`config.mk`:
```
export PLATFORM = sky130hd
export DESIGN_NAME = fan_mode_timer_swing_controller_flat
export DESIGN_NICKNAME = d
export VERILOG_FILES = /design/src/rtl/fmts_pkg.sv /design/src/rtl/fmts_if.sv /design/src/rtl/fmts_tick.sv /design/src/rtl/fan_mode_timer_swing_controller.sv /design/src/flat_wrapper.sv
export SDC_FILE = /design/constraint.sdc
export NUM_CORES = 1
export LEC_CHECK = 0
export ABC_CLOCK_PERIOD_IN_PS = 19100
export BUFFER_PORTS_ARGS = -buffer_cell sky130_fd_sc_hd__buf_2
export CORE_ASPECT_RATIO = 2
export CORE_MARGIN = 1.5
export CORE_UTILIZATION = 40
export CTS_BUF_LIST = sky130_fd_sc_hd__clkbuf_8
export CTS_CLUSTER_DIAMETER = 60
export DETAILED_ROUTE_END_ITERATION = 12
export MAX_ROUTING_LAYER = met4
export PLACE_DENSITY_LB_ADDON = 0.2
export SETUP_SLACK_MARGIN = 0.02
export SYNTH_ARGS = -nofsm -noshare
export SYNTH_HDL_FRONTEND = slang
export SYNTH_SLANG_ARGS = --single-unit
```
`constraint.sdc`:
```
create_clock -name clk_i -period 19.1 [get_ports clk_i]
set_input_delay 3.82 -clock clk_i [delete_from_list [all_inputs] [get_ports clk_i]]
set_output_delay 3.82 -clock clk_i [all_outputs]
set_load 0.02 [all_outputs]
```
`src/rtl/fmts_pkg.sv`:
```
// ----------------------------------------------------------------------------
// fmts_pkg
// Shared types, constants and helpers for the fan mode/timer/swing controller.
// ----------------------------------------------------------------------------
`default_nettype none

package fmts_pkg;

  localparam int unsigned ButtonCount = 5;
  localparam int unsigned CodeW       = 3;

  // button codes, lowest pressed button wins
  localparam logic [CodeW-1:0] BTN_MODE  = 3'd0;
  localparam logic [CodeW-1:0] BTN_TIMER = 3'd1;
  localparam logic [CodeW-1:0] BTN_ADD   = 3'd2;
  localparam logic [CodeW-1:0] BTN_SUB   = 3'd3;
  localparam logic [CodeW-1:0] BTN_SWING = 3'd4;
  localparam logic [CodeW-1:0] BTN_NONE  = CodeW'(ButtonCount);

  localparam logic [11:0] TimeMax  = 12'd3600;
  localparam logic [11:0] TimeStep = 12'd60;

  localparam logic [1:0] FAN_OFF  = 2'd0;
  localparam logic [1:0] FAN_SLOW = 2'd1;
  localparam logic [1:0] FAN_MID  = 2'd2;
  localparam logic [1:0] FAN_FAST = 2'd3;

  // pulse = 1000 + angle*4000/180 = 1000 + floor(angle*200/9)
  // floor(x/9) = (x*58255) >> 19, exact for x below 74898; 200*58255 folded in
  localparam logic [12:0] PulseMin   = 13'd1000;
  localparam logic [31:0] PulseScale = 32'd11651000;
  localparam int unsigned PulseShift = 19;

  typedef enum logic [2:0] {
    CFG_DEBOUNCE = 3'd0,
    CFG_INTERVAL = 3'd1,
    CFG_MIN_DEG  = 3'd2,
    CFG_MAX_DEG  = 3'd3,
    CFG_CTR_DEG  = 3'd4,
    CFG_DUTY_LO  = 3'd5,
    CFG_DUTY_MED = 3'd6,
    CFG_DUTY_HI  = 3'd7
  } cfg_idx_e;

  typedef struct packed {
    logic [2:0] debounce;
    logic [7:0] interval;
    logic [7:0] min_deg;
    logic [7:0] max_deg;
    logic [7:0] ctr_deg;
    logic [9:0] duty_lo;
    logic [9:0] duty_med;
    logic [9:0] duty_hi;
  } cfg_t;

  typedef struct packed {
    logic [1:0]       mode;
    logic [11:0]      secs;
    logic             run;
    logic             swing;
    logic [7:0]       angle;
    logic             up;
    logic [7:0]       ticks;
    logic [CodeW-1:0] prev_btn;
    logic [CodeW-1:0] acc_btn;
    logic [2:0]       stable_cnt;
  } state_t;

  function automatic logic [12:0] angle_to_pulse(logic [7:0] angle);
    logic [31:0] prod;
    prod = {24'd0, angle} * PulseScale;
    return PulseMin + 13'(prod >> PulseShift);
  endfunction

endpackage

`default_nettype wire

```
`src/rtl/fmts_if.sv`:
```
// ----------------------------------------------------------------------------
// fmts_if
// Valid/ready channels for control ticks in and controller status out.
// ----------------------------------------------------------------------------
`default_nettype none

interface fmts_in_if;
  logic       valid;
  logic       ready;
  logic [4:0] button_pins;
  logic       second_elapsed;

  modport source (output valid, button_pins, second_elapsed, input ready);
  modport sink   (input valid, button_pins, second_elapsed, output ready);
endinterface

interface fmts_out_if;
  logic        valid;
  logic        ready;
  logic [9:0]  motor_duty;
  logic [12:0] servo_pulse;
  logic [1:0]  fan_mode;
  logic [11:0] remaining_seconds;
  logic        countdown_active;
  logic        swing_active;
  logic [7:0]  swing_angle;

  modport source (output valid, motor_duty, servo_pulse, fan_mode, remaining_seconds,
                  countdown_active, swing_active, swing_angle, input ready);
  modport sink   (input valid, motor_duty, servo_pulse, fan_mode, remaining_seconds,
                  countdown_active, swing_active, swing_angle, output ready);
endinterface

`default_nettype wire

```
`src/rtl/fmts_tick.sv`:
```
// ----------------------------------------------------------------------------
// fmts_tick
// Next-state logic for one control tick: debounce, button action, countdown,
// swing step and motor duty selection.
// ----------------------------------------------------------------------------
`default_nettype none

module fmts_tick (
  input  wire fmts_pkg::cfg_t   cfg_i,
  input  wire fmts_pkg::state_t state_i,
  input  wire logic [4:0]       button_pins_i,
  input  wire logic             second_elapsed_i,
  output fmts_pkg::state_t      state_o,
  output logic [9:0]            duty_o
);

  logic [fmts_pkg::CodeW-1:0] code;
  logic                       accept;
  logic [12:0]                add_sum;
  logic [7:0]                 ticks_inc;
  fmts_pkg::state_t           nxt;

  // priority encoder, lowest active-low pin wins
  always_comb begin
    code = fmts_pkg::BTN_NONE;
    for (int i = fmts_pkg::ButtonCount - 1; i >= 0; i--) begin
      if (!button_pins_i[i]) begin
        code = fmts_pkg::CodeW'(i);
      end
    end
  end

  assign add_sum   = {1'b0, state_i.secs} + {1'b0, fmts_pkg::TimeStep};
  assign ticks_inc = state_i.ticks + 8'd1;

  always_comb begin
    nxt = state_i;

    // debounce
    if (code == state_i.prev_btn) begin
      if (state_i.stable_cnt < cfg_i.debounce) begin
        nxt.stable_cnt = state_i.stable_cnt + 3'd1;
      end
    end else begin
      nxt.stable_cnt = '0;
    end
    accept = (nxt.stable_cnt >= cfg_i.debounce) && (code != state_i.acc_btn);
    if (accept) begin
      nxt.acc_btn = code;
      case (code)
        fmts_pkg::BTN_MODE:  nxt.mode = state_i.mode + 2'd1;
        fmts_pkg::BTN_TIMER: nxt.run = ~state_i.run;
        fmts_pkg::BTN_ADD: begin
          if (add_sum > {1'b0, fmts_pkg::TimeMax}) begin
            nxt.secs = fmts_pkg::TimeStep;
          end else begin
            nxt.secs = add_sum[11:0];
          end
        end
        fmts_pkg::BTN_SUB: begin
          if (state_i.secs == '0) begin
            nxt.secs = fmts_pkg::TimeMax;
          end else if (state_i.secs >= fmts_pkg::TimeStep) begin
            nxt.secs = state_i.secs - fmts_pkg::TimeStep;
          end
        end
        fmts_pkg::BTN_SWING: nxt.swing = ~state_i.swing;
        default: ;
      endcase
    end
    nxt.prev_btn = code;

    // countdown; expiry stops everything and recenters the servo
    if (second_elapsed_i && nxt.run && (nxt.secs != '0)) begin
      nxt.secs = nxt.secs - 12'd1;
      if (nxt.secs == '0) begin
        nxt.run   = 1'b0;
        nxt.mode  = fmts_pkg::FAN_OFF;
        nxt.swing = 1'b0;
        nxt.angle = cfg_i.ctr_deg;
        nxt.up    = 1'b1;
      end
    end

    // swing step; tick counter runs regardless of swing enable
    if (ticks_inc >= cfg_i.interval) begin
      nxt.ticks = '0;
      if (nxt.swing) begin
        nxt.angle = nxt.up ? nxt.angle + 8'd1 : nxt.angle - 8'd1;
        if (nxt.angle >= cfg_i.max_deg) begin
          nxt.angle = cfg_i.max_deg;
          nxt.up    = 1'b0;
        end
        if (nxt.angle <= cfg_i.min_deg) begin
          nxt.angle = cfg_i.min_deg;
          nxt.up    = 1'b1;
        end
      end
    end else begin
      nxt.ticks = ticks_inc;
    end
  end

  assign state_o = nxt;

  always_comb begin
    case (nxt.mode)
      fmts_pkg::FAN_SLOW: duty_o = cfg_i.duty_lo;
      fmts_pkg::FAN_MID:  duty_o = cfg_i.duty_med;
      fmts_pkg::FAN_FAST: duty_o = cfg_i.duty_hi;
      default:            duty_o = '0;
    endcase
  end

endmodule

`default_nettype wire

```
`src/rtl/fan_mode_timer_swing_controller.sv`:
```
// ----------------------------------------------------------------------------
// fan_mode_timer_swing_controller
// Fan power mode, countdown timer and servo swing, one control tick per transfer.
// ----------------------------------------------------------------------------
// Usage:
//   in_i  : one transfer per control tick (active-low button pins, second flag).
//   out_o : one status transfer per tick: motor duty, servo pulse, mode, timer,
//           run and swing flags, servo angle, all after that tick's updates.
//   cfg_* : register writes, index 0..7 (debounce, sweep interval, swing min,
//           max, center, duty low/med/high); write only while idle.
//   Path: a tick is registered on input, then goes through the tick logic, and
//   its status is registered in the result register. Throughput: one tick per
//   cycle unless out_o stalls; the tick state register is the only loop.
//   Stall: while out_o is held, the pending status stays and one more tick is
//   held in the input register; in_i.ready drops only when both are full.
//   Reset: registers return to defaults, mode stop, timer 0, angle 90, no
//   button held; nothing is pending on either channel.
// ----------------------------------------------------------------------------
`default_nettype none

module fan_mode_timer_swing_controller (
  input  wire logic        clk_i,
  input  wire logic        rst_ni,
  input  wire logic        cfg_we_i,
  input  wire logic [2:0]  cfg_idx_i,
  input  wire logic [9:0]  cfg_data_i,
  fmts_in_if.sink          in_i,
  fmts_out_if.source       out_o
);

  fmts_pkg::cfg_t   cfg_q;
  fmts_pkg::state_t state_q, state_d;

  logic        in_valid_q;
  logic [4:0]  pins_q;
  logic        sec_q;
  logic        out_valid_q;
  logic        advance, fire;
  logic [9:0]  duty_d, duty_q;
  logic [1:0]  mode_q;
  logic [11:0] secs_q;
  logic        run_q, swing_q;
  logic [7:0]  angle_q;

  assign advance    = !out_valid_q || out_o.ready;
  assign fire       = in_valid_q && advance;
  assign in_i.ready = !in_valid_q || advance;

  // configuration registers
  always_ff @(posedge clk_i or negedge rst_ni) begin
    if (!rst_ni) begin
      cfg_q.debounce <= 3'd5;
      cfg_q.interval <= 8'd150;
      cfg_q.min_deg  <= 8'd45;
      cfg_q.max_deg  <= 8'd135;
      cfg_q.ctr_deg  <= 8'd90;
      cfg_q.duty_lo  <= 10'd300;
      cfg_q.duty_med <= 10'd600;
      cfg_q.duty_hi  <= 10'd950;
    end else if (cfg_we_i) begin
      case (fmts_pkg::cfg_idx_e'(cfg_idx_i))
        fmts_pkg::CFG_DEBOUNCE: cfg_q.debounce <= cfg_data_i[2:0];
        fmts_pkg::CFG_INTERVAL: cfg_q.interval <= cfg_data_i[7:0];
        fmts_pkg::CFG_MIN_DEG:  cfg_q.min_deg  <= cfg_data_i[7:0];
        fmts_pkg::CFG_MAX_DEG:  cfg_q.max_deg  <= cfg_data_i[7:0];
        fmts_pkg::CFG_CTR_DEG:  cfg_q.ctr_deg  <= cfg_data_i[7:0];
        fmts_pkg::CFG_DUTY_LO:  cfg_q.duty_lo  <= cfg_data_i;
        fmts_pkg::CFG_DUTY_MED: cfg_q.duty_med <= cfg_data_i;
        fmts_pkg::CFG_DUTY_HI:  cfg_q.duty_hi  <= cfg_data_i;
        default: ;
      endcase
    end
  end

  // input register
  always_ff @(posedge clk_i or negedge rst_ni) begin
    if (!rst_ni) begin
      in_valid_q <= 1'b0;
    end else if (in_i.ready) begin
      in_valid_q <= in_i.valid;
    end
  end

  always_ff @(posedge clk_i) begin
    if (in_i.ready && in_i.valid) begin
      pins_q <= in_i.button_pins;
      sec_q  <= in_i.second_elapsed;
    end
  end

  fmts_tick u_tick (
    .cfg_i            (cfg_q),
    .state_i          (state_q),
    .button_pins_i    (pins_q),
    .second_elapsed_i (sec_q),
    .state_o          (state_d),
    .duty_o           (duty_d)
  );

  // tick state
  always_ff @(posedge clk_i or negedge rst_ni) begin
    if (!rst_ni) begin
      state_q.mode       <= fmts_pkg::FAN_OFF;
      state_q.secs       <= '0;
      state_q.run        <= 1'b0;
      state_q.swing      <= 1'b0;
      state_q.angle      <= 8'd90;
      state_q.up         <= 1'b1;
      state_q.ticks      <= '0;
      state_q.prev_btn   <= fmts_pkg::BTN_NONE;
      state_q.acc_btn    <= fmts_pkg::BTN_NONE;
      state_q.stable_cnt <= '0;
    end else if (fire) begin
      state_q <= state_d;
    end
  end

  // result register
  always_ff @(posedge clk_i or negedge rst_ni) begin
    if (!rst_ni) begin
      out_valid_q <= 1'b0;
    end else if (advance) begin
      out_valid_q <= in_valid_q;
    end
  end

  always_ff @(posedge clk_i) begin
    if (fire) begin
      duty_q  <= duty_d;
      mode_q  <= state_d.mode;
      secs_q  <= state_d.secs;
      run_q   <= state_d.run;
      swing_q <= state_d.swing;
      angle_q <= state_d.angle;
    end
  end

  assign out_o.valid             = out_valid_q;
  assign out_o.motor_duty        = duty_q;
  assign out_o.servo_pulse       = fmts_pkg::angle_to_pulse(angle_q);
  assign out_o.fan_mode          = mode_q;
  assign out_o.remaining_seconds = secs_q;
  assign out_o.countdown_active  = run_q;
  assign out_o.swing_active      = swing_q;
  assign out_o.swing_angle       = angle_q;

endmodule

`default_nettype wire

```
`src/flat_wrapper.sv`:
```
// flat-port wrapper written by rule: the top's interface ports become plain ports
module fan_mode_timer_swing_controller_flat 
  (clk_i, rst_ni, cfg_we_i, cfg_idx_i, cfg_data_i, in_i_valid, in_i_button_pins, in_i_second_elapsed, in_i_ready, out_o_valid, out_o_motor_duty, out_o_servo_pulse, out_o_fan_mode, out_o_remaining_seconds, out_o_countdown_active, out_o_swing_active, out_o_swing_angle, out_o_ready);
  fmts_in_if in_i_i ();
  fmts_out_if out_o_i ();
  input  wire logic clk_i;
  input  wire logic rst_ni;
  input  wire logic cfg_we_i;
  input  wire logic [2:0] cfg_idx_i;
  input  wire logic [9:0] cfg_data_i;
  input wire logic [$bits(in_i_i.valid)-1:0] in_i_valid;
  input wire logic [$bits(in_i_i.button_pins)-1:0] in_i_button_pins;
  input wire logic [$bits(in_i_i.second_elapsed)-1:0] in_i_second_elapsed;
  output wire logic [$bits(in_i_i.ready)-1:0] in_i_ready;
  output wire logic [$bits(out_o_i.valid)-1:0] out_o_valid;
  output wire logic [$bits(out_o_i.motor_duty)-1:0] out_o_motor_duty;
  output wire logic [$bits(out_o_i.servo_pulse)-1:0] out_o_servo_pulse;
  output wire logic [$bits(out_o_i.fan_mode)-1:0] out_o_fan_mode;
  output wire logic [$bits(out_o_i.remaining_seconds)-1:0] out_o_remaining_seconds;
  output wire logic [$bits(out_o_i.countdown_active)-1:0] out_o_countdown_active;
  output wire logic [$bits(out_o_i.swing_active)-1:0] out_o_swing_active;
  output wire logic [$bits(out_o_i.swing_angle)-1:0] out_o_swing_angle;
  input wire logic [$bits(out_o_i.ready)-1:0] out_o_ready;
  assign in_i_i.valid = in_i_valid;
  assign in_i_i.button_pins = in_i_button_pins;
  assign in_i_i.second_elapsed = in_i_second_elapsed;
  assign in_i_ready = in_i_i.ready;
  assign out_o_valid = out_o_i.valid;
  assign out_o_motor_duty = out_o_i.motor_duty;
  assign out_o_servo_pulse = out_o_i.servo_pulse;
  assign out_o_fan_mode = out_o_i.fan_mode;
  assign out_o_remaining_seconds = out_o_i.remaining_seconds;
  assign out_o_countdown_active = out_o_i.countdown_active;
  assign out_o_swing_active = out_o_i.swing_active;
  assign out_o_swing_angle = out_o_i.swing_angle;
  assign out_o_i.ready = out_o_ready;
  fan_mode_timer_swing_controller u_core (.clk_i(clk_i), .rst_ni(rst_ni), .cfg_we_i(cfg_we_i), .cfg_idx_i(cfg_idx_i), .cfg_data_i(cfg_data_i), .in_i(in_i_i), .out_o(out_o_i));
endmodule
```
Word-level counts from Yosys, hierarchy flattened --
Cells that the tools add are included.
Storage, ports and cells: register bits 149, bits of input ports 24, output and inout port bits 49, word-level logic and storage cells 113
Cells by class: add/sub/neg operators 9, $mul 1, $lt $le $gt $ge 7, equality and inequality tests 16, mux-type cells 27, bitwise logic cells 2, reduce and logical (&&, ||, !) cells 23
Operators with widths (count):
- 2-to-1 mux 9 bit | 6
- 2-to-1 mux 12 bit | 3
- one-hot mux 10 bit (3 select lines) | 1
- multiplier 8 x 21 -> 29 bit, second input constant | 1
- 2-to-1 mux 25 bit | 1
- zero test 12 bit | 2
- one-hot mux 12 bit (2 select lines) | 1
- 2-to-1 mux 3 bit | 6
- AND reduction 2 bit | 9
- adder 8 x 1 -> 8 bit, second input constant | 2
- >= comparator 8 bit | 2
- 2-to-1 mux 16 bit | 1
- 2-to-1 mux 8 bit | 2
- == test 3 bit, second input constant | 5
- adder 10 x 13 -> 13 bit, first input constant | 1
- adder 12 x 6 -> 13 bit, second input constant | 1
- > comparator 13 x 12 -> 1 bit, second input constant | 1
- == test 3 x 2 -> 1 bit, second input constant | 4
- >= comparator 12 x 6 -> 1 bit, second input constant | 1
- nonzero test 12 bit | 1
- subtractor 12 x 1 -> 12 bit, second input constant | 1
- subtractor 12 x 6 -> 12 bit, second input constant | 1
- 2-to-1 mux 11 bit | 1
- less-or-equal comparator 8 bit | 1
- other kinds (17) | 30

Logic depth before layout (Yosys ltp) --
depth after elaboration 24, mapped depth 52, mapped depth without buffers 50

Modules after synthesis --
Synthesis repeated with hierarchy kept, for this count alone.
Second synthesis, totals: cell total of the unflattened synthesis 1159, area total of the unflattened synthesis 11980.2 um^2
Modules (own cells, without submodules):
- fan_mode_timer_swing_controller | instances 1, cells each 619, area each 8319.2 um^2, sequential area each 3981.3 um^2
- fmts_tick | instances 1, cells each 540, area each 3661.0 um^2, sequential area each 0.0 um^2

Worst setup path before layout --
No wires, ideal clock.
path type register -> register, start reg u_core.state_q[1] (netlist name), end reg u_core.angle_q[7], in the netlist u_core.out_o.swing_angle[7] (data pin), setup time 0.264 ns, arrival 9.425 ns, required time 18.836 ns, path slack 9.411 ns, stages on the path, launching flop included 43, buffers on the path 5, period minus slack after synthesis 9.689 ns, cells stage by stage dfrtp_1 -> ha_1 -> a21o_1 -> a21oi_1 -> nand2_1 -> xor2_1 -> nor2_1 -> ha_1 -> nand2_1 -> o21ai_1 -> nand3_1 -> a221o_1 -> a2111oi_4 -> nand2_1 -> nor3_1 -> o211ai_1 -> nor2_2 -> buf_2 -> [7 not listed] -> and2_1 -> ha_1 -> o21ai_0 -> nand2b_1 -> a21oi_1 -> clkbuf_1 -> buf_1 -> o21ai_0 -> ha_1 -> o21a_1 -> o21ai_0 -> a21oi_1 -> a211oi_1 -> a21oi_1 -> clkbuf_1 -> o22ai_1 -> a211oi_1 -> a21oi_1
RTL lines:
- start: declaration | RTL line fan_mode_timer_swing_controller.sv:32 | fmts_pkg::state_t state_q, state_d;
- start signal: assignment | RTL line fan_mode_timer_swing_controller.sv:114 | state_q <= state_d;
- end signal: assignment | RTL line fan_mode_timer_swing_controller.sv:134 | angle_q <= state_d.angle;
- end: declaration | RTL line fan_mode_timer_swing_controller.sv:43 | logic [7:0] angle_q;

==> qor.tcl <==
set qor(run_status) {finished clean}
set qor(cts_made_buffers) 17
set qor(cts_hold_buf) 0
set qor(clock-root-buffer) {clkbuf_8}
set qor(max_stage_delay_ps) 970
set qor(detailed_placement_wirelength_estimate_microns) 22800
set qor(ys_warns) 0
set qor(layout.cells.most_common) {nand2_1}
set qor(worst_setup_hold_path_clk_slew_ps) 80
set qor(drcViolationCount) 0
set qor(cp-end-kind) {flip-flop}
set qor(grt_first_pass_wirelength_microns) 47600
set qor(io_buffer_count) 72
set qor(finalWirelength_microns) 29300
set qor(drt_iter0_markers) 524
set qor(via_per_inst) 5.50
set qor(insertion_delay_ps) 490
set qor(multi_input_comb_area_sq_mm) 0.00689
set qor(maximum_number_of_pins_on_one_net_before_global_route_repair) 73
set qor(number_of_resized_instances_in_the_post_cts_repair_step) 0
set qor(hp-class) {reg -> reg}
set qor(worst_hold_slack_ps) 497
set qor(place_congestion) 0.928
set qor(grt_pass1_vias) 9072
set qor(critical_path.most_common_cell) {a21oi_1}
set qor(overflow) 0
set qor(preCtsSetupSlack_ps) 7810
set qor(arrival_ps) 11800
set qor(timing.critical_path.buf_inv) 2
set qor(cts_h_tree_lvls) 4
set qor(worst_slack_ps) 7630
set qor(synthesis.area_per_instance_sq_um) 9.84
set qor(synth_top_area_share_pct) 14.6
set qor(antenna_left) 0
set qor(final.setup.tns_ps) 0
set qor(fp-row-count) 87
set qor(crit_path_top_delay_cell) {a21oi_1}
set qor(antenna_violations_before_repair) 0
set qor(vias) 8734
set qor(dr.pass1.iters) 5
set qor(yosysTopAreaCell) {dfrtp_1}
set qor(clock_skew_ps) 18.1
set qor(postSynthNetCount) 1336
set qor(crit_required_ps) 19430
set qor(clock_path_buffers) 2
set qor(timing_worst_setup_path_type) {reg -> reg}
set qor(cts_post_setup_buffers_inserted) 0
set qor(utilization_pct) 44.2
set qor(dieHeight_microns) 242
set qor(critPathLaunchType) {flip-flop}
set qor(worst_pin_slew_ps) 1280
set qor(dieArea_sq_mm) 0.0297
set qor(drive_above_1_share_pct) 19.2
set qor(design.portCount) 73
set qor(ys_ff_latch) 149
set qor(synth_cells) 1163
set qor(synth_sequential_area_ratio_pct) 34.8
set qor(netlist_area_before_placement_sq_mm) 0.0114
set qor(mostFrequentLayoutCells) {nand2_1, inv_1, ha_1}
set qor(synth_cell_type_count) 91
set qor(timing.final.crit_share_pct) 60.1
set qor(n_antenna_cell) 0
set qor(critical_path_peak_fanout) 24
set qor(cts_sinks) 149
set qor(max_cap_violations) 0
set qor(finalHoldViolations) 0
set qor(period_needed_ps) 11470
set qor(synthFlopType) {dfrtp_1}
set qor(relative_slew_margins_pct) 14.8
set qor(seqCellArea_sq_mm) 0.00398
set qor(slew_viol_final) 0
set qor(synth-edff-count) 40
set qor(setup_violations) 0
set qor(effective_utilization_at_floorplan_pct) 40.6
set qor(grt_setup_unrepaired) {false}
set qor(flow.area_growth_from_synthesis_pct) 8.93
set qor(tritoncts) {built}
set qor(fillers) 2764
set qor(finish.net_count) 1391
set qor(die_width_microns) 123
set qor(wl_per_cell_microns) 18.4
set qor(global_route.usage.total_pct) 21.6
set qor(critPathTopFamily) {compound AO/OA/AOI/OAI gates}
set qor(clock.fmax_mhz) 87.2
set qor(async_flop_share_pct) 73.2
set qor(synth_area_leaders) {dfrtp_1, ha_1, edfxtp_1, dfstp_2, fa_1}
set qor(area_of_the_core_sq_mm) 0.0282
[cell type report]
type                       instances  share of cell area [%]
timing repair buffer              80                    3.39
clock buffer                      18                    1.99
sequential                       149                    31.9
inverter                         105                    3.16
tap                              356                    3.57
multi-input combinational        865                    55.2
clock inverter                    14                   0.712
[synth_stat cells (all sizes together) (7+ instances only)]
library cell    n
a211oi         11
fa             41
buf            15
xnor2          30
nor2b           9
nor2           57
nand2b         21
a21o            9
o22ai           7
mux2           63
o21ai          79
and2           13
edfxtp         40
ha            108
nand4           8
clkbuf         29
nand3          27
o21a           12
inv           105
dfrtp          67
nand2         139
and3            9
dfstp          42
o31ai          15
a21oi          33
xor2           26
mux2i          17
a31oi           8
nor3           26
[layer usage]
metal / part of all wire (%) / vias to the layer above / track usage [%]
met5: 0 / - / -
met4: 4.3 / 0 / 10.1
met3: 2.6 / 71 / 3.55
met2: 57 / 199 / 39.9
li1: - / 4208 / -
met1: 37 / 4256 / 21.3
[worst register-to-register path, delay by kind of cell (launching register included)]
kind | cells | cell delay (ps)
AOI/OAI and AO/OA | 17 | 4860
xor gates and xnor gates | 1 | 180
adders and majority gates | 4 | 1320
buffers and inverters | 2 | 600
DFF | 1 | 560
muxes | 1 | 420
and+or+nand+nor | 16 | 3360
[stage by stage]
| step | area, sq um | instances |
|---|---|---|
| CTS | 12500 | 1587 |
| global placement | 12100 | 1555 |
| detailed placement | 12100 | 1555 |
| floorplan | 11400 | 1163 |
| global route | 12500 | 1587 |
| finish | 12500 | 1587 |
[kinds of logic (layout without fill, tap and decap cells)]
kind of cell               count (synthesis)  in the layout  synth area share [%]
xor gates and xnor gates                  57             57                  4.49
buffers and inverters                    149            217                  5.10
muxes                                     80             80                  7.68
adders and majority gates                149            149                  19.0
DFF                                      149            149                  34.8
and+or+nand+nor                          350            350                  15.1
AOI/OAI and AO/OA                        229            229                  13.8
[flip-flops by register name, indices dropped and copies added, names as in the netlist]
signal / flops
u_core.out_o.swing_active: 1
u_core.cfg_q: 65
u_core.in_valid_q: 1
u_core.out_o.countdown_active: 1
u_core.out_o.remaining_seconds: 12
u_core.out_o.valid: 1
u_core.pins_q: 5
u_core.state_q: 42
u_core.out_o.motor_duty: 10
u_core.out_o.swing_angle: 8
u_core.sec_q: 1
u_core.out_o.fan_mode: 2
[final timing paths]
check	startpoint	endpoint	slack [ps]	cells after the start
hold reg to reg	u_core.state_q[6]$_DFFE_PN1P_	u_core.state_q[6]$_DFFE_PN1P_	500	2
hold / removal	u_core.state_q[6]$_DFFE_PN1P_	u_core.state_q[6]$_DFFE_PN1P_	500	2
min in group asynchronous	rst_ni	u_core.in_valid_q$_DFFE_PN0N_	3330	1
setup reg to reg	u_core.pins_q[0]$_DFFE_PP_	u_core.out_o.swing_angle[7]$_DFFE_PP_	7630	41
setup / recovery	u_core.pins_q[0]$_DFFE_PP_	u_core.out_o.swing_angle[7]$_DFFE_PP_	7630	41
max in group asynchronous	rst_ni	u_core.state_q[25]$_DFFE_PN0P_	14470	2
Power is left out: the tool's default activity adds up to more than one toggle a clock period on the data nets, which glitch-free logic cannot reach.
